===== config.mk =====
export PLATFORM = sky130hd
export DESIGN_NAME = eight_bit_cpu_alu_with_flags
export DESIGN_NICKNAME = d
export VERILOG_FILES = /design/src/sm83_alu_pkg.sv /design/src/sm83_alu_core.sv /design/src/eight_bit_cpu_alu_with_flags.sv
export VERILOG_INCLUDE_DIRS = /design/src /design/src/src
export SDC_FILE = /design/constraint.sdc
export NUM_CORES = 1
export LEC_CHECK = 0
export ABC_AREA = 1
export BUFFER_PORTS_ARGS = -buffer_cell sky130_fd_sc_hd__buf_2
export CAP_MARGIN = 20
export CORE_UTILIZATION = 45
export DETAILED_ROUTE_END_ITERATION = 16
export PLACE_DENSITY_LB_ADDON = 0.12
export SLEW_MARGIN = 5
export SYNTH_ARGS = -nofsm -noshare
export SYNTH_HDL_FRONTEND = slang
export SYNTH_SLANG_ARGS = --single-unit

===== constraint.sdc =====
create_clock -name clk_i -period 3.9 [get_ports clk_i]
set_input_delay 0.39 -clock clk_i [delete_from_list [all_inputs] [get_ports clk_i]]
set_output_delay 0.39 -clock clk_i [all_outputs]
set_load 0.005 [all_outputs]

===== src/eight_bit_cpu_alu_with_flags_macros.svh =====
// Assertion macros used by the ALU top-level RTL file.
`ifndef EIGHT_BIT_CPU_ALU_WITH_FLAGS_MACROS_SVH
`define EIGHT_BIT_CPU_ALU_WITH_FLAGS_MACROS_SVH

`ifndef SYNTHESIS

// Clocked property, disabled while reset is asserted.
`define SM83_ASSERT(lbl, clk, rstn, prop, msg) \
  lbl: assert property (@(posedge clk) disable iff (!rstn) prop) else $error(msg);

// Clocked property that also holds during reset.
`define SM83_ASSERT_ALWAYS(lbl, clk, prop, msg) \
  lbl: assert property (@(posedge clk) prop) else $error(msg);

`else

`define SM83_ASSERT(lbl, clk, rstn, prop, msg)
`define SM83_ASSERT_ALWAYS(lbl, clk, prop, msg)

`endif

`endif


===== src/sm83_alu_pkg.sv =====
// Types, opcode codes and constants for the SM83 ALU.
package sm83_alu_pkg;

  // Flag bit positions within the 4-bit flag nibble
  localparam int unsigned FlagZ = 3;
  localparam int unsigned FlagN = 2;
  localparam int unsigned FlagH = 1;
  localparam int unsigned FlagC = 0;

  // Unprefixed single-byte opcodes
  localparam logic [7:0] OPC_RLCA = 8'h07;
  localparam logic [7:0] OPC_RRCA = 8'h0f;
  localparam logic [7:0] OPC_RLA  = 8'h17;
  localparam logic [7:0] OPC_RRA  = 8'h1f;
  localparam logic [7:0] OPC_DAA  = 8'h27;
  localparam logic [7:0] OPC_CPL  = 8'h2f;
  localparam logic [7:0] OPC_SCF  = 8'h37;
  localparam logic [7:0] OPC_CCF  = 8'h3f;

  // Opcode group masks and matches
  localparam logic [7:0] GRP_MASK_HI  = 8'hc0;
  localparam logic [7:0] GRP_ALU_REG  = 8'h80;
  localparam logic [7:0] GRP_MASK_ROW = 8'hc7;
  localparam logic [7:0] GRP_ALU_IMM  = 8'hc6;
  localparam logic [7:0] GRP_INC_R8   = 8'h04;
  localparam logic [7:0] GRP_DEC_R8   = 8'h05;

  // DAA adjustment constants
  localparam logic [7:0] DAA_ADJ_HI = 8'h60;
  localparam logic [7:0] DAA_ADJ_LO = 8'h06;
  localparam logic [7:0] DAA_MAX_HI = 8'h99;
  localparam logic [3:0] DAA_MAX_LO = 4'h9;
  localparam logic [3:0] NIBBLE_MAX = 4'hf;

  typedef enum logic [2:0] {
    ALU_ADD = 3'd0,
    ALU_ADC = 3'd1,
    ALU_SUB = 3'd2,
    ALU_SBC = 3'd3,
    ALU_AND = 3'd4,
    ALU_XOR = 3'd5,
    ALU_OR  = 3'd6,
    ALU_CP  = 3'd7
  } alu_op_e;

  typedef enum logic [1:0] {
    CB_SHIFT = 2'd0,
    CB_BIT   = 2'd1,
    CB_RES   = 2'd2,
    CB_SET   = 2'd3
  } cb_grp_e;

  typedef enum logic [2:0] {
    SH_RLC  = 3'd0,
    SH_RRC  = 3'd1,
    SH_RL   = 3'd2,
    SH_RR   = 3'd3,
    SH_SLA  = 3'd4,
    SH_SRA  = 3'd5,
    SH_SWAP = 3'd6,
    SH_SRL  = 3'd7
  } cb_shift_e;

  typedef struct packed {
    logic       prefixed;
    logic [7:0] opcode;
    logic [7:0] acc_in;
    logic [7:0] source_in;
    logic [3:0] flags_in;
  } alu_req_t;

  typedef struct packed {
    logic [7:0] result;
    logic [3:0] flags_out;
    logic       write_enable;
    logic       recognized;
  } alu_rsp_t;

endpackage


===== src/sm83_alu_core.sv =====
// Combinational decode and datapath of the SM83 ALU.
module sm83_alu_core (
  input  sm83_alu_pkg::alu_req_t req_i,
  output sm83_alu_pkg::alu_rsp_t rsp_o
);
  import sm83_alu_pkg::*;

  logic [7:0] a;
  logic [7:0] s;
  logic [3:0] fin;
  logic       cin;
  logic       c_use;
  logic [8:0] add_sum;
  logic [4:0] add_half;
  logic [8:0] sub_diff;
  logic [4:0] sub_half;
  logic [7:0] bit_mask;
  logic [7:0] r;
  logic [3:0] fl;
  logic       we;
  logic       rec;
  logic       cout;
  logic       daa_c;
  alu_op_e    op;

  assign a   = req_i.acc_in;
  assign s   = req_i.source_in;
  assign fin = req_i.flags_in;
  assign cin = fin[FlagC];
  assign op  = alu_op_e'(req_i.opcode[5:3]);

  // Carry in only for ADC and SBC
  assign c_use    = (op == ALU_ADC || op == ALU_SBC) ? cin : 1'b0;
  assign add_sum  = {1'b0, a} + {1'b0, s} + {8'd0, c_use};
  assign add_half = {1'b0, a[3:0]} + {1'b0, s[3:0]} + {4'd0, c_use};
  assign sub_diff = {1'b0, a} - {1'b0, s} - {8'd0, c_use};
  assign sub_half = {1'b0, a[3:0]} - {1'b0, s[3:0]} - {4'd0, c_use};
  assign bit_mask = 8'd1 << req_i.opcode[5:3];

  always_comb begin
    r     = 8'd0;
    fl    = fin;
    we    = 1'b0;
    rec   = 1'b1;
    cout  = 1'b0;
    daa_c = cin;
    if (req_i.prefixed) begin
      we = 1'b1;
      unique case (cb_grp_e'(req_i.opcode[7:6]))
        CB_BIT: begin
          r  = s;
          we = 1'b0;
          fl = {~|(s & bit_mask), 1'b0, 1'b1, cin};
        end
        CB_RES: r = s & ~bit_mask;
        CB_SET: r = s | bit_mask;
        CB_SHIFT: begin
          unique case (cb_shift_e'(req_i.opcode[5:3]))
            SH_RLC:  begin cout = s[7]; r = {s[6:0], s[7]}; end
            SH_RRC:  begin cout = s[0]; r = {s[0], s[7:1]}; end
            SH_RL:   begin cout = s[7]; r = {s[6:0], cin};  end
            SH_RR:   begin cout = s[0]; r = {cin, s[7:1]};  end
            SH_SLA:  begin cout = s[7]; r = {s[6:0], 1'b0}; end
            SH_SRA:  begin cout = s[0]; r = {s[7], s[7:1]}; end
            SH_SWAP: begin cout = 1'b0; r = {s[3:0], s[7:4]}; end
            SH_SRL:  begin cout = s[0]; r = {1'b0, s[7:1]}; end
            default: begin cout = 1'b0; r = s; end
          endcase
          fl = {~|r, 1'b0, 1'b0, cout};
        end
        default: r = s;
      endcase
    end else if ((req_i.opcode & GRP_MASK_HI) == GRP_ALU_REG ||
                 (req_i.opcode & GRP_MASK_ROW) == GRP_ALU_IMM) begin
      we = 1'b1;
      unique case (op)
        ALU_ADD, ALU_ADC: begin
          r  = add_sum[7:0];
          fl = {~|add_sum[7:0], 1'b0, add_half[4], add_sum[8]};
        end
        ALU_SUB, ALU_SBC: begin
          r  = sub_diff[7:0];
          fl = {~|sub_diff[7:0], 1'b1, sub_half[4], sub_diff[8]};
        end
        ALU_CP: begin
          // Flags of the subtraction, accumulator kept
          r  = a;
          we = 1'b0;
          fl = {~|sub_diff[7:0], 1'b1, sub_half[4], sub_diff[8]};
        end
        ALU_AND: begin r = a & s; fl = {~|(a & s), 1'b0, 1'b1, 1'b0}; end
        ALU_XOR: begin r = a ^ s; fl = {~|(a ^ s), 1'b0, 1'b0, 1'b0}; end
        ALU_OR:  begin r = a | s; fl = {~|(a | s), 1'b0, 1'b0, 1'b0}; end
        default: r = a;
      endcase
    end else if ((req_i.opcode & GRP_MASK_ROW) == GRP_INC_R8) begin
      we = 1'b1;
      r  = s + 8'd1;
      fl = {~|r, 1'b0, s[3:0] == NIBBLE_MAX, cin};
    end else if ((req_i.opcode & GRP_MASK_ROW) == GRP_DEC_R8) begin
      we = 1'b1;
      r  = s - 8'd1;
      fl = {~|r, 1'b1, s[3:0] == 4'd0, cin};
    end else begin
      we = 1'b1;
      unique case (req_i.opcode)
        OPC_RLCA: begin r = {a[6:0], a[7]}; fl = {3'd0, a[7]}; end
        OPC_RRCA: begin r = {a[0], a[7:1]}; fl = {3'd0, a[0]}; end
        OPC_RLA:  begin r = {a[6:0], cin};  fl = {3'd0, a[7]}; end
        OPC_RRA:  begin r = {cin, a[7:1]};  fl = {3'd0, a[0]}; end
        OPC_DAA: begin
          r = a;
          if (fin[FlagN]) begin
            if (cin) r = r - DAA_ADJ_HI;
            if (fin[FlagH]) r = r - DAA_ADJ_LO;
          end else begin
            if (cin || a > DAA_MAX_HI) begin
              r     = r + DAA_ADJ_HI;
              daa_c = 1'b1;
            end
            if (fin[FlagH] || a[3:0] > DAA_MAX_LO) r = r + DAA_ADJ_LO;
          end
          fl = {~|r, fin[FlagN], 1'b0, daa_c};
        end
        OPC_CPL: begin r = ~a; fl = {fin[FlagZ], 1'b1, 1'b1, cin}; end
        OPC_SCF: begin r = a;  fl = {fin[FlagZ], 1'b0, 1'b0, 1'b1}; end
        OPC_CCF: begin r = a;  fl = {fin[FlagZ], 1'b0, 1'b0, ~cin}; end
        default: begin
          r   = 8'd0;
          fl  = fin;
          we  = 1'b0;
          rec = 1'b0;
        end
      endcase
    end
  end

  assign rsp_o.result       = r;
  assign rsp_o.flags_out    = fl;
  assign rsp_o.write_enable = we;
  assign rsp_o.recognized   = rec;

endmodule


===== src/eight_bit_cpu_alu_with_flags.sv =====
// Top level of the SM83 ALU: input register, datapath, result register.
//
//   channel | direction  | handshake               | payload
//   --------+------------+-------------------------+---------------------------------------------
//   in      | to block   | in_valid_i/in_ready_o   | prefixed, opcode, acc_in, source_in, flags_in
//   out     | from block | out_valid_o/out_ready_i | result, flags_out, write_enable, recognized
//
// Each transaction passes the input register, one level of ALU logic and the
// result register; one transaction per cycle is sustained while out_ready_i stays high.
// Throughput holds because each stage reloads at every edge at which the stage after it frees.
// Reset clears both stage valid bits; payload registers are not reset.
// An output stall holds the result register; the input register keeps filling
// until it is also full, so in_ready_o drops only when both stages hold data.
`include "eight_bit_cpu_alu_with_flags_macros.svh"

module eight_bit_cpu_alu_with_flags (
  input  logic       clk_i,
  input  logic       rst_ni,
  input  logic       in_valid_i,
  output logic       in_ready_o,
  input  logic       prefixed_i,
  input  logic [7:0] opcode_i,
  input  logic [7:0] acc_in_i,
  input  logic [7:0] source_in_i,
  input  logic [3:0] flags_in_i,
  output logic       out_valid_o,
  input  logic       out_ready_i,
  output logic [7:0] result_o,
  output logic [3:0] flags_out_o,
  output logic       write_enable_o,
  output logic       recognized_o
);
  import sm83_alu_pkg::*;

  logic     req_valid_q;
  alu_req_t req_q;
  logic     rsp_valid_q;
  alu_rsp_t rsp_q;
  alu_rsp_t rsp_d;
  logic     req_advance;
  logic     in_fire;

  // Result register frees when empty or when its transaction leaves
  assign req_advance = ~rsp_valid_q | out_ready_i;
  assign in_ready_o  = ~req_valid_q | req_advance;
  assign in_fire     = in_valid_i & in_ready_o;

  always_ff @(posedge clk_i or negedge rst_ni) begin
    if (!rst_ni) begin
      req_valid_q <= 1'b0;
    end else if (in_ready_o) begin
      req_valid_q <= in_valid_i;
    end
  end

  always_ff @(posedge clk_i) begin
    if (in_fire) begin
      req_q <= '{prefixed:  prefixed_i,
                 opcode:    opcode_i,
                 acc_in:    acc_in_i,
                 source_in: source_in_i,
                 flags_in:  flags_in_i};
    end
  end

  sm83_alu_core u_core (
    .req_i (req_q),
    .rsp_o (rsp_d)
  );

  always_ff @(posedge clk_i or negedge rst_ni) begin
    if (!rst_ni) begin
      rsp_valid_q <= 1'b0;
    end else if (req_advance) begin
      rsp_valid_q <= req_valid_q;
    end
  end

  always_ff @(posedge clk_i) begin
    if (req_advance && req_valid_q) begin
      rsp_q <= rsp_d;
    end
  end

  assign out_valid_o    = rsp_valid_q;
  assign result_o       = rsp_q.result;
  assign flags_out_o    = rsp_q.flags_out;
  assign write_enable_o = rsp_q.write_enable;
  assign recognized_o   = rsp_q.recognized;

  `SM83_ASSERT(a_ready_when_out_empty, clk_i, rst_ni, !out_valid_o |-> in_ready_o, "input stalled with empty result register")
  `SM83_ASSERT(a_accept_fills_stage, clk_i, rst_ni, in_fire |=> req_valid_q, "accepted transaction lost at input register")
  `SM83_ASSERT(a_unrecognized_inert, clk_i, rst_ni, (out_valid_o && !recognized_o) |-> (!write_enable_o && result_o == 8'd0), "unrecognized opcode writes a result")
  `SM83_ASSERT_ALWAYS(a_reset_clears_valid, clk_i, !rst_ni |=> (!req_valid_q && !rsp_valid_q), "stage valid set during reset")

endmodule


Yosys cells after proc, flatten, opt, wreduce, memory -nomap -nowiden
Index checks and enable logic that the tools add are counted.
{"block": "totals", "mem_bits_rw": 0, "input_bits": 33, "latch_bits": 0, "romBits": 0, "memories": 0, "elab_cells": 152, "regBits": 45, "out_inout_bits": 16}
{"block": "op_classes", "shifts": 1, "eq_ne": 22, "mux": 50, "n_reduce_logical": 38, "n_mul": 0, "n_lt_le_gt_ge": 2, "bitwise_logic": 14, "n_div": 0, "n_addsub": 14}
{"operator": "two-way mux 8 bit", "n": 28}
{"operator": "OR reduction 8 bit", "n": 11}
{"operator": "case mux 8 bit (8 select lines)", "n": 1}
{"operator": "case mux 8 bit (7 select lines)", "n": 1}
{"operator": "case mux 8 bit (6 select lines)", "n": 1}
{"operator": "equality test 8 x 6 -> 1 bit (second input constant)", "n": 4}
{"operator": "case mux 8 bit (4 select lines)", "n": 1}
{"operator": "bitwise AND 8 bit", "n": 3}
{"operator": "case mux 4 bit (6 select lines)", "n": 1}
{"operator": "case mux 4 bit (5 select lines)", "n": 1}
{"operator": "equality test 8 x 5 -> 1 bit (second input constant)", "n": 2}
{"operator": "two-way mux 4 bit", "n": 4}
{"operator": "NOT 8 bit", "n": 2}
{"operator": "OR 8 bit", "n": 2}
{"operator": "equality test 3 bit (second input constant)", "n": 4}
{"operator": "OR reduction 2 bit", "n": 6}
{"operator": "equality test 5 x 3 -> 1 bit (second input constant)", "n": 2}
{"operator": "logical NOT 1 bit", "n": 10}
{"operator": "two-way mux 1 bit", "n": 10}
{"operator": "adder 8 x 8 -> 9 bit", "n": 1}
{"operator": "adder 9 x 1 -> 9 bit", "n": 1}
{"operator": "subtractor 8 x 8 -> 9 bit", "n": 1}
{"operator": "subtractor 9 x 1 -> 9 bit", "n": 1}
{"operator": "adder 8 x 1 -> 8 bit (second input constant)", "n": 1}
{"operator": "33 further kinds", "n": 42}

Logic depth before layout (Yosys ltp)
Gate-level depths: netlist of run 1.
{"block": "logic_depth", "word_depth": 24, "ltp_mapped": 18, "depth_no_buf": 17}

By module
A second synthesis of run 1 with hierarchy kept.
{"block": "hier_totals", "cells_unflattened": 690, "area_unflattened_um2": 5016.1}
{"module": "sm83_alu_core", "seq_area_each_um2": 0.0, "n_inst": 1, "cells_per_inst": 635, "area_per_inst_um2": 3629.7}
{"module": "eight_bit_cpu_alu_with_flags", "seq_area_each_um2": 1341.3, "n_inst": 1, "cells_per_inst": 55, "area_per_inst_um2": 1386.3}

Worst setup path after synthesis of run 1
No wires, ideal clock.
{"block": "synth_timing", "path_kind": "register to register", "start": "register req_q[23] in the netlist's numbering", "end": "register rsp_q, in the netlist result_o[6], data pin", "path_stages_with_launch": 17, "t_arrival_ns": 2.531, "synth_period_minus_slack_ns": 2.787, "setup_slack_ns": 1.113, "n_path_buf": 2, "t_required_ns": 3.644, "cell_sequence": "edfxtp_1 -> buf_4 -> buf_4 -> nand2_1 -> nor2_1 -> inv_1 -> fa_1 -> fa_1 -> inv_1 -> nand3_1 -> nand2_1 -> nand2_1 -> a31oi_1 -> xor2_1 -> a22oi_1 -> a21oi_1 -> nand2_1"}
{"item": "start: declaration", "line_no": "eight_bit_cpu_alu_with_flags.sv:36", "rtl": "alu_req_t req_q;"}
{"item": "start signal: assignment", "line_no": "eight_bit_cpu_alu_with_flags.sv:58", "rtl": "req_q <= '{prefixed: prefixed_i,"}
{"item": "end signal: assignment", "line_no": "eight_bit_cpu_alu_with_flags.sv:81", "rtl": "rsp_q <= rsp_d;"}
{"item": "end: declaration", "line_no": "eight_bit_cpu_alu_with_flags.sv:38", "rtl": "alu_rsp_t rsp_q;"}

==> results of run 1 <==
layout make-up:
type                    count  area share [%]
multi-input cells         536            58.2
flip-flops and latches     45            24.6
repair buffers             62            6.37
inverters                  91            6.26
well taps                 136            3.12
clock buffers               5            1.26
clock inverters             2           0.206
final timing paths:
path	startpoint	end	slack [ns]	cells past startpoint
max	req_q[25]	result_o[0]	0.68	8
max reg2reg	req_q[25]	result_o[0]	0.68	8
min in group asynchronous	rst_ni	req_valid_q	0.39	2
min reg2reg	req_valid_q	out_valid_o	0.49	2
max in group asynchronous	rst_ni	out_valid_o	3.42	2
min	prefixed_i	req_q[28]	0.25	1
metal layers:
layer	up-vias	track usage [%]	wire length [µm]	part of all wire, %
li1	2502	-	-	-
met1	2479	44.6	7570	41
met2	366	51.8	8080	44
met3	52	5.29	1990	11
met4	0	12.6	654	3.6
met5	-	0	0	0
power by group through the flow:
| stage | registers, mW | logic (mW) | clock network [mW] |
|---|---|---|---|
| floorplan | 0.629 | 0.453 | 0 |
| global placement | 0.655 | 0.645 | 0 |
| detailed placement | 0.656 | 0.646 | 0 |
| CTS | 0.645 | 0.650 | 0.297 |
| global route | 0.652 | 0.731 | 0.308 |
| finish | 0.647 | 0.669 | 0.293 |
worst max-delay path, stage by stage (launching register included):
cell and delay (ns):
sky130_fd_sc_hd__edfxtp_1 0.57, sky130_fd_sc_hd__nor2_1 0.24, sky130_fd_sc_hd__inv_1 0.10, sky130_fd_sc_hd__fa_1 0.57, sky130_fd_sc_hd__inv_1 0.07, sky130_fd_sc_hd__ha_1 0.28, sky130_fd_sc_hd__xor2_1 0.15, sky130_fd_sc_hd__a2111oi_0 0.71
sky130_fd_sc_hd__o211ai_1 0.23
timing repair:
item | 4_1_cts | 5_1_grt
endpoints found under the setup margin | 0 | 0
hold buffers | 1 | 0
hold endpoints to repair | 2 | 0
synth_stat cells (7+ instances only):
cell type                  count
sky130_fd_sc_hd__nand2_1     148
sky130_fd_sc_hd__inv_1        75
sky130_fd_sc_hd__nand3_1      53
sky130_fd_sc_hd__o21ai_0      51
sky130_fd_sc_hd__nor2_1       49
sky130_fd_sc_hd__edfxtp_1     43
sky130_fd_sc_hd__ha_1         38
sky130_fd_sc_hd__a21oi_1      34
sky130_fd_sc_hd__o22ai_1      22
sky130_fd_sc_hd__nor3_1       18
sky130_fd_sc_hd__xor2_1       18
sky130_fd_sc_hd__nand4_1      14
sky130_fd_sc_hd__o211ai_1     12
sky130_fd_sc_hd__a31oi_1       9
sky130_fd_sc_hd__inv_2         9
sky130_fd_sc_hd__o221ai_1      9
sky130_fd_sc_hd__buf_2         8
sky130_fd_sc_hd__nand2_2       8
sky130_fd_sc_hd__clkinv_1      7
sky130_fd_sc_hd__xnor2_1       7
sequential cells by signal, summed over array words and instances (netlist names):
register	cells
req_q	29
result_o	8
flags_out_o	4
out_valid_o	1
recognized_o	1
req_valid_q	1
write_enable_o	1
cells by family after synthesis:
group                      after synthesis  synth area share [%]
xor gates and xnor gates                25                  4.41
adders and majority gates               42                  11.2
DFF                                     45                  27.0
buffers and inverters                  110                  8.99
and+or+nand+nor                        310                  28.9
AOI/OAI and AO/OA                      159                  19.5
through the flow:
step	util, %	area, µm²	setup slack, ns
CTS	52.0	5460	0.710
global placement	51.1	5370	0.689
finish	52.0	5460	0.681
detailed placement	51.1	5370	0.732
floorplan	-	4970	1.11
global route	52.0	5460	0.479
==> reports/metrics.csv, run 1 <==
stage;metric;value;unit
outcome;run_status;completed;
grt;grt_pass1_vias;5035;
synthesis;synth.top_cell.area_share;26.0;%
power;vdd_drop_max;0.000194;V
place;routabilityCongestion;1.01;
synthesis;synth_edf_count;43;
place;detail_placement_hpwl;14.3;mm
grt;grt_antenna_before_repair;0;
power;net_switching_power_of_the_design;0.675;mW
synthesis;synth_ff_type;sky130_fd_sc_hd__edfxtp_1;
floorplanning;chip_width;107;µm
clock_tree;cts_buffers;5;
sta;timing.final.hold_violations;0;
floorplanning;io_pins;49;
setup_path;timing.critical_path.required;3.91;ns
cells_and_area;final_cell_count_no_fill;877;
floorplanning;die-height;107;µm
sta;slew_headroom;32.7;%
power;leakagePower;2.47;nW
routing;drtAntennaViolNets;0;
synthesis;synthesis.nets;766;
cells_and_area;fin_nets;816;
synthesis;yosysSeqAreaShare;27.0;%
sta;setup_violations;0;
routing;dr.first_iter.drc_count;715;
sta;hold-worst-slack;0.249;ns
routing;avgViaCountPerCell;6.16;
floorplanning;die_area;11500;µm²
power;combinationalPowerShare;41.6;%
setup_path;arrival;3.23;ns
grt;first_pass_grt_wire_length;28.1;mm
power;sequentialPowerShare;40.2;%
clock_tree;cts_setup_buffers;0;
routing;detail_route.drc_violations;0;
clock_tree;cts_resized;0;
cells_and_area;layout_commonest_cell;sky130_fd_sc_hd__nand2_1;
setup_path;endpoint_kind;register;
synthesis;synthTopCellsByArea;sky130_fd_sc_hd__edfxtp_1 (26%), sky130_fd_sc_hd__nand2_1 (11%), sky130_fd_sc_hd__ha_1 (9.6%);
routing;wl_per_cell;20.9;µm
worst_hold_path;worst_hold_path_type;input port to register;
place;numPortBuffers;48;
floorplanning;fp.coreArea;10500;µm²
synthesis;yosysUniqueCellTypes;49;
power;power.share.switching;41.9;%
power;totalPowerFinal;1.61;mW
power;cellPowerDensity;295;nW/µm²
sta;rsz_0062_raised_after_global_routing;no;
sta;worst-slew-pin-transition;1.01;ns
cells_and_area;filler_cell_count_in_the_final_layout;1030;
clock_tree;cts_buffer_depth;2;
clock_tree;cts_max_level;2;
flow_run;timing.max_cap.violations;0;
cells_and_area;n_antenna_cell;0;
place;placed_cells_incl_taps;869;
grt;total_routing_resource_utilization_after_global_routing;32.7;%
cells_and_area;area_growth_syn_to_layout;9.92;%
cells_and_area;multi_input_area;3180;µm²
synthesis;cells_after_synthesis;691;
sta;min_period_over_period;82.5;%
routing;vias;5399;
routing;route.final.wire_length;18.3;mm
floorplanning;std_cell_rows;37;
synthesis;avgSynthCellArea;7.19;µm²
synthesis;synth_seq_cells;45;
grt;globalRouteOverflowTotal;0;
cells_and_area;regArea;1340;µm²
setup_path;worstSetupStartpointType;register;
setup_path;worst-path-max-fanout;10;
power;internal_power;0.934;mW
synthesis;proportion_of_synthesized_flip_flops_having_asynchronous_set_or_reset;4.44;%
cells_and_area;layout-drive-gt1-share;13.4;%
sta;report.final.slew_viol_count;0;
clock_tree;worst_skew_pair.late_latency;0.31;ns
synthesis;netlist_area;4970;µm²
sta;clock.fmax;0.311;GHz
grt;grt_max_degree;30;
clock_tree;clkSinkCount;45;
sta;final_period_minus_worst_setup_slack;3.22;ns
cells_and_area;layout.cells.most_common_list;sky130_fd_sc_hd__nand2_1 (148), sky130_fd_sc_hd__inv_1 (75), sky130_fd_sc_hd__nand3_1 (53), sky130_fd_sc_hd__o21ai_0 (51), sky130_fd_sc_hd__nor2_1 (49);
clock_tree;root_driver;sky130_fd_sc_hd__clkbuf_8;
sta;timing.clock.skew;0.0115;ns
clock_tree;tritoncts_clock_tree;built;
synthesis;count_of_synthesis_stage_warnings_from_yosys;0;
clock_tree;clkSlewWorstSetupHoldPaths;0.10;ns
routing;detailedRoute.firstPassIterationCount;6;
power;p_clk_share;18.2;%
synthesis;yosys.area.top_type;sky130_fd_sc_hd__edfxtp_1;
floorplanning;floorplan.initialDensity;47.3;%
setup_path;timing_worst_setup_path_type;register to register;
sta;setup_total_negative_slack;0;ns
(Power assumes the default switching activity.)
==> inputs of run 2 (changes only) <==
==> constraint.sdc (replaced) <==
create_clock -name clk_i -period 3.2 [get_ports clk_i]
set_input_delay 0.32 -clock clk_i [delete_from_list [all_inputs] [get_ports clk_i]]
set_output_delay 0.32 -clock clk_i [all_outputs]
set_load 0.005 [all_outputs]
==> reports/metrics.csv, run 2 (synthesized netlist as in run 1, its figures left out) <==
stage;metric;value;unit;change
sta;min_period_over_period;93.5;%;+11 points
floorplanning;std_cell_rows;37;;unchanged
setup_path;arrival;3.05;ns;-0.18 ns
setup_path;cp_num_cells;12;;+4
grt;grt_max_degree;30;;unchanged
sta;timing.clock.skew;0.00586;ns;-0.00564 ns
setup_path;crit_chain;inv_1, fa_1, fa_1, inv_1, nand3_1, nand2_1, nand2_1, a31oi_1, xor2_1, a22oi_1, a21oi_1, nand2_1;;
place;numPortBuffers;48;;unchanged
cells_and_area;largest_reg_flops;29;;unchanged
setup_path;timing.critical_path.required;3.26;ns;-0.65 ns
cells_and_area;final_cell_count_no_fill;897;;+2.3%
setup_path;rr_startpoint;req_q[12];;
setup_path;slowest_delay;0.53;ns;-0.18 ns
routing;dr.first_iter.drc_count;802;;+12%
setup_path;cp_common_cell;sky130_fd_sc_hd__nand2_1;;
setup_path;crit_path_top_delay_cell;sky130_fd_sc_hd__fa_1;;
cells_and_area;layout_commonest_cell;sky130_fd_sc_hd__nand2_1;;
flow_run;timing.max_cap.violations;0;;unchanged
floorplanning;fp.coreArea;10500;µm²;unchanged
routing;detailedRoute.firstPassIterationCount;6;;unchanged
clock_tree;clkSlewWorstSetupHoldPaths;0.09;ns;about the same
setup_path;worstSetupStartpointType;register;;
routing;wl_per_cell;20.8;µm;-0.12%
routing;route.final.wire_length;18.7;mm;+2.2%
setup_path;critical_path.top_delay_family;adder cells;;
clock_tree;clkSinkCount;45;;unchanged
sta;worst-slew-pin-transition;0.589;ns;-0.419 ns
power;cellPowerDensity;366;nW/µm²;+24%
sta;clock.fmax;0.334;GHz;+7.6%
sta;setup_violations;0;;unchanged
place;pre_cts_ws;0.283;ns;-0.449 ns
clock_tree;cts_max_level;2;;unchanged
setup_path;setup.reg_to_reg.worst_slack;0.21;ns;-0.47 ns
worst_hold_path;min_path_cells;1;;unchanged
floorplanning;io_pins;49;;unchanged
grt;total_routing_resource_utilization_after_global_routing;33.6;%;+0.83 points
place;placed_cells_incl_taps;889;;+2.3%
cells_and_area;area_growth_syn_to_layout;13.4;%;
clock_tree;root_driver;sky130_fd_sc_hd__clkbuf_8;;
grt;grt_antenna_before_repair;0;;unchanged
setup_path;endpoint_kind;register;;
clock_tree;cts_resized;0;;unchanged
setup_path;worst-r2r-cell-count;12;;+4
worst_hold_path;worst_hold_path_type;input port to register;;
setup_path;worst_r2r_endpoint;result_o[6];;
power;vdd_drop_max;0.000248;V;+27%
power;leakagePower;2.58;nW;+4.6%
grt;globalRouteOverflowTotal;0;;unchanged
cells_and_area;layout.cells.most_common_list;sky130_fd_sc_hd__nand2_1 (148), sky130_fd_sc_hd__inv_1 (75), sky130_fd_sc_hd__nand3_1 (53), sky130_fd_sc_hd__o21ai_0 (51), sky130_fd_sc_hd__nor2_1 (49);;
worst_hold_path;whs_endpoint;req_q[26];;
setup_path;worst-path-max-fanout;8;;-2
grt;grt_pass1_vias;5039;;+0.079%
sta;final_period_minus_worst_setup_slack;2.99;ns;-0.228 ns
grt;first_pass_grt_wire_length;28.5;mm;+1.6%
cells_and_area;n_antenna_cell;0;;unchanged
outcome;run_status;completed;;
worst_hold_path;hold_path_startpoint;opcode_i[6];;
routing;avgViaCountPerCell;6.08;;-1.3%
clock_tree;tritoncts_clock_tree;built;;
clock_tree;cts_buffer_depth;2;;unchanged
sta;timing.final.hold_violations;0;;unchanged
place;routabilityCongestion;1.01;;-0.32%
routing;drtAntennaViolNets;0;;unchanged
sta;rsz_0062_raised_after_global_routing;no;;
cells_and_area;top_register;req_q;;
setup_path;crit_buf_inv;2;;unchanged
floorplanning;die_area;11500;µm²;unchanged
cells_and_area;fin_nets;836;;+2.5%
floorplanning;floorplan.initialDensity;47.3;%;unchanged
clock_tree;cts_buffers;5;;unchanged
cells_and_area;layout-drive-gt1-share;15.8;%;+2.4 points
clock_tree;cts-hold-fix-buffers;1;;unchanged
sta;final_critical_path_setup_slack;0.209;ns;-0.472 ns
sta;setup_total_negative_slack;0;ns;unchanged
routing;detail_route.drc_violations;0;;unchanged
routing;vias;5453;;+1.0%
clock_tree;worst_skew_pair.late_latency;0.30;ns;about the same
power;totalPowerFinal;2.06;mW;+28%
floorplanning;die-height;107;µm;unchanged
sta;slew_headroom;60.7;%;+28 points
place;detail_placement_hpwl;14.6;mm;+2.4%
floorplanning;chip_width;107;µm;unchanged
sta;report.final.slew_viol_count;0;;unchanged
setup_path;timing_worst_setup_path_type;register to register;;
clock_tree;cts_setup_buffers;0;;unchanged
[run 2: cell type report]
cell class,instances,area [µm²]
fill,1063,4870
multi-input combinational,536,3180
sequential,45,1340
timing repair buffer,82,498
inverter,91,342
tap,136,170
clock buffer,5,68.8
clock inverter,2,35.0
[run 2: routing by layer]
| metal | global-route usage [%] | part of all wire [%] | vias to the layer above |
|---|---|---|---|
| met5 | 0 | 0 | - |
| met4 | 11.4 | 3.5 | 0 |
| met2 | 52.4 | 43 | 363 |
| met3 | 5.71 | 10 | 64 |
| li1 | - | - | 2546 |
| met1 | 46.8 | 43 | 2480 |
[run 2: worst max path at each step]
stage,slack [ns],from,end
after floorplan,0.41,req_q[23],result_o[6]
after CTS,0.26,req_q[12],result_o[6]
after detailed placement,0.28,req_q[12],result_o[6]
final,0.21,req_q[12],result_o[6]
after global placement,0.42,req_q[7],result_o[4]
after global routing,0.01,req_q[12],result_o[6]
[run 2: worst register-to-register path, cell delays in order (launching register included)]
cell and delay, ns:
sky130_fd_sc_hd__edfxtp_1 0.40, sky130_fd_sc_hd__inv_1 0.21, sky130_fd_sc_hd__fa_1 0.54, sky130_fd_sc_hd__fa_1 0.45, sky130_fd_sc_hd__inv_1 0.08, sky130_fd_sc_hd__nand3_1 0.09, sky130_fd_sc_hd__nand2_1 0.12, sky130_fd_sc_hd__nand2_1 0.09
sky130_fd_sc_hd__a31oi_1 0.22, sky130_fd_sc_hd__xor2_1 0.25, sky130_fd_sc_hd__a22oi_1 0.10, sky130_fd_sc_hd__a21oi_1 0.15, sky130_fd_sc_hd__nand2_1 0.07
[run 2: report_power, final]
part,switching (mW),internal [mW]
sequential,0.0493,0.717
combinational,0.562,0.296
clock,0.209,0.228
total,0.820,1.24
[run 2: through the flow]
| stage | hold WS, ns | instance area (µm²) | util [%] |
|---|---|---|---|
| final | 0.183 | 5630 | 53.6 |
| after global routing | 0.177 | 5630 | 53.6 |
| after CTS | 0.183 | 5630 | 53.6 |
| after detailed placement | 0.112 | 5520 | 52.5 |
| after global placement | 0.109 | 5520 | 52.5 |
| after floorplan | 0.0244 | 4970 | - |
==> inputs of run 3 (changes only) <==
--- a/config.mk
+++ b/config.mk
@@ -6,10 +6,9 @@
 export SDC_FILE = /design/constraint.sdc
 export NUM_CORES = 1
 export LEC_CHECK = 0
-export ABC_AREA = 1
 export BUFFER_PORTS_ARGS = -buffer_cell sky130_fd_sc_hd__buf_2
 export CAP_MARGIN = 20
-export CORE_UTILIZATION = 45
+export CORE_UTILIZATION = 55
 export DETAILED_ROUTE_END_ITERATION = 16
 export PLACE_DENSITY_LB_ADDON = 0.12
 export SLEW_MARGIN = 5
==> reports/metrics.csv, run 3 <==
stage;metric;value;unit;change
place;pre_cts_ws;0.187;ns;-0.0955 ns
flow_run;timing.max_cap.violations;0;;unchanged
cells_and_area;layout-drive-gt1-share;20.0;%;+4.3 points
synthesis;synth-xor-area-share;5.96;%;+1.5 points
synthesis;synth-compound-area-share;24.1;%;+4.6 points
cells_and_area;top_register;req_q;;
place;numPortBuffers;48;;unchanged
place;placed_cells_incl_taps;789;;-11%
grt;grt_util_met1;53.0;%;+6.2 points
synthesis;synth.top_cell.area_share;24.4;%;-1.6 points
synthesis;synth_ff_type;sky130_fd_sc_hd__edfxtp_1;;
setup_path;timing.critical_path.required;3.27;ns;about the same
sta;clock.fmax;0.325;GHz;-2.7%
cells_and_area;postLayoutCellArea;5850;µm²;+3.8%
synthesis;synth.top_cells.by_count;sky130_fd_sc_hd__nand2_1 (58), sky130_fd_sc_hd__a21oi_1 (43), sky130_fd_sc_hd__edfxtp_1 (43);;
cells_and_area;layout_commonest_cell;sky130_fd_sc_hd__nand2_1;;
synthesis;yosysUniqueCellTypes;72;;+47%
floorplanning;floorplan.initialDensity;57.0;%;+9.7 points
floorplanning;die_area;10000;µm²;-13%
clock_tree;root_driver;sky130_fd_sc_hd__clkbuf_8;;
place;detail_placement_hpwl;13.8;mm;-5.9%
sta;setup_total_negative_slack;0;ns;unchanged
clock_tree;clkSinkCount;45;;unchanged
sta;rsz_0062_raised_after_global_routing;no;;
clock_tree;worst_skew_pair.late_latency;0.31;ns;about the same
power;vdd_drop_max;0.000247;V;-0.35%
grt;first_pass_grt_wire_length;27.8;mm;-2.6%
floorplanning;chip_width;100;µm;-6.5%
setup_path;setup.reg_to_reg.worst_slack;0.13;ns;-0.08 ns
place;routabilityCongestion;0.993;;-1.7%
cells_and_area;largest_reg_flops;29;;unchanged
grt;layer_carrying_the_most_global_route_usage;met2;;
sta;timing.clock.skew;0.0114;ns;+0.00558 ns
grt;grt_pass1_vias;4881;;-3.1%
clock_tree;cts_max_level;2;;unchanged
routing;route.final.wire_length;18.0;mm;-3.8%
synthesis;synthSimpleGateAreaFrac;20.0;%;-8.9 points
synthesis;proportion_of_synthesized_flip_flops_having_asynchronous_set_or_reset;4.44;%;unchanged
sta;report.final.slew_viol_count;0;;unchanged
synthesis;synthTopCellsByArea;sky130_fd_sc_hd__edfxtp_1 (24%), sky130_fd_sc_hd__ha_1 (9.0%), sky130_fd_sc_hd__xnor2_1 (4.6%);;
floorplanning;die-height;100;µm;-6.5%
setup_path;worstSetupStartpointType;register;;
clock_tree;cts_resized;0;;unchanged
power;leakagePower;2.34;nW;-9.4%
synthesis;count_of_synthesis_stage_warnings_from_yosys;0;;unchanged
routing;wl_per_cell;22.5;µm;+8.1%
clock_tree;clkSlewWorstSetupHoldPaths;0.09;ns;about the same
grt;total_routing_resource_utilization_after_global_routing;37.2;%;+3.6 points
routing;vias;5303;;-2.8%
sta;setup_violations;0;;unchanged
clock_tree;cts_buffer_depth;2;;unchanged
cells_and_area;final_cell_count_no_fill;798;;-11%
grt;grt_max_degree;66;;+120%
setup_path;arrival;3.14;ns;+0.09 ns
cells_and_area;fin_nets;743;;-11%
synthesis;yosysSeqAreaShare;25.3;%;-1.7 points
setup_path;endpoint_kind;register;;
floorplanning;fp.coreArea;9280;µm²;-12%
clock_tree;cts_buffers;5;;unchanged
routing;detail_route.drc_violations;0;;unchanged
synthesis;synth_edf_count;43;;unchanged
synthesis;yosys.area_share.adder;10.5;%;-0.69 points
synthesis;avgSynthCellArea;8.54;µm²;+19%
worst_hold_path;worst_hold_path_type;input port to register;;
outcome;run_status;completed;;
cells_and_area;layout.cells.most_common_list;sky130_fd_sc_hd__nand2_1 (58), sky130_fd_sc_hd__buf_2 (48), sky130_fd_sc_hd__buf_4 (45), sky130_fd_sc_hd__a21oi_1 (43), sky130_fd_sc_hd__edfxtp_1 (43);;
floorplanning;io_pins;49;;unchanged
floorplanning;std_cell_rows;35;;-5.4%
sta;slew_headroom;52.6;%;-8.2 points
synthesis;cells_after_synthesis;620;;-10%
grt;gr-usage-met3;6.34;%;+0.62 points
grt;grt_antenna_before_repair;0;;unchanged
power;cellPowerDensity;332;nW/µm²;-9.1%
synthesis;yosys.area.top_type;sky130_fd_sc_hd__edfxtp_1;;
synthesis;yosys.cell_count.top_type;sky130_fd_sc_hd__nand2_1;;
routing;dr.first_iter.drc_count;569;;-29%
place;placedInstanceArea;5750;µm²;+4.2%
cells_and_area;area_growth_syn_to_layout;10.4;%;
cells_and_area;n_antenna_cell;0;;unchanged
synthesis;mux_contribution_to_synthesized_area;6.60;%;+6.6 points
synthesis;netlist_area;5290;µm²;+6.5%
setup_path;timing_worst_setup_path_type;register to register;;
sta;final_period_minus_worst_setup_slack;3.07;ns;+0.0816 ns
routing;drtAntennaViolNets;0;;unchanged
grt;met2_usage;56.3;%;+3.9 points
synthesis;synth_seq_cells;45;;unchanged
setup_path;worst-path-max-fanout;2;;-6
sta;worst-slew-pin-transition;0.711;ns;+0.123 ns
routing;detailedRoute.firstPassIterationCount;6;;unchanged
sta;timing.final.hold_violations;0;;unchanged
routing;avgViaCountPerCell;6.65;;+9.3%
sta;final_critical_path_setup_slack;0.127;ns;-0.0816 ns
sta;min_period_over_period;96.0;%;+2.6 points
clock_tree;tritoncts_clock_tree;built;;
cells_and_area;finish.utilization;63.0;%;+9.4 points
synthesis;synth_top_family_by_area;compound AO/OA/AOI/OAI gates;;
synthesis;synthesis.nets;695;;-9.3%
grt;globalRouteOverflowTotal;0;;unchanged
-- run 3: cell count changes in the layout (fill, tap and decap cells not counted), sizes merged, moves of 10 or more --
cell,previous run,this run
o22ai,22,4
mux2,0,11
nand2b,0,12
buf,81,93
nor2,58,34
nand3,55,17
nand2,157,59
xnor2,7,28
xor2,18,8
inv,84,31
-- run 3: metrics by stage --
step / total power, mW / hold slack (ns)
detailed placement: 1.56 / 0.107
floorplan: 1.32 / 0.0244
global route: 2.04 / 0.161
CTS: 1.92 / 0.176
finish: 1.94 / 0.181
global placement: 1.56 / 0.105
-- run 3: path summary, 6_finish.rpt --
path,from,end,cells after the start
worst max-delay path,req_q[25],result_o[6],10
worst max register to register,req_q[25],result_o[6],10
worst min-delay path,opcode_i[5],req_q[25],1
worst min register to register,req_valid_q,out_valid_o,1
min in group asynchronous,rst_ni,req_valid_q,2
max in group asynchronous,rst_ni,out_valid_o,2
-- run 3: repair_timing --
action	in CTS	in global routing
hold buffers	1	0
hold endpoints to repair	2	0
setup endpoints to repair	0	0
buffers inserted	0	0
-- run 3: power breakdown --
part	internal, mW	total [mW]	leakage (nW)	switching [mW]
clock	0.155	0.366	0.0385	0.211
combinational	0.337	0.842	1.86	0.505
sequential	0.703	0.735	0.436	0.0320
-- run 3: final cells by class --
class	count	area [µm²]
well taps	129	161
multi-input cells	491	3550
clock inverters	1	7.51
inverters	31	116
clock buffers	7	76.3
flip-flops and latches	45	1340
fillers	854	3440
repair buffers	94	588
-- run 3: cells by family (layout without fill, tap and decap cells) --
family | after synthesis | count (layout)
mux | 26 | 26
buf+inv | 84 | 133
fa+ha+maj | 42 | 42
flops | 45 | 45
xor+xnor | 36 | 36
compound gates | 188 | 188
simple gates | 199 | 199
-- run 3: routing by layer --
metal,part of all wire (%),vias up,routed length (µm)
li1,-,2410,-
met1,42,2511,7610
met2,44,333,7880
met3,10,49,1810
met4,3.7,0,667
met5,0,-,0
-- run 3: worst max-delay path, cell delays in order (launching register included) --
cell and delay [ns]:
sky130_fd_sc_hd__edfxtp_1 0.41, sky130_fd_sc_hd__inv_2 0.07, sky130_fd_sc_hd__nand3_1 0.14, sky130_fd_sc_hd__fa_1 0.45, sky130_fd_sc_hd__fa_1 0.42, sky130_fd_sc_hd__nand2b_1 0.19, sky130_fd_sc_hd__a21oi_1 0.20, sky130_fd_sc_hd__o31a_1 0.18
sky130_fd_sc_hd__a21oi_1 0.07, sky130_fd_sc_hd__mux4_2 0.47, sky130_fd_sc_hd__a22o_1 0.24
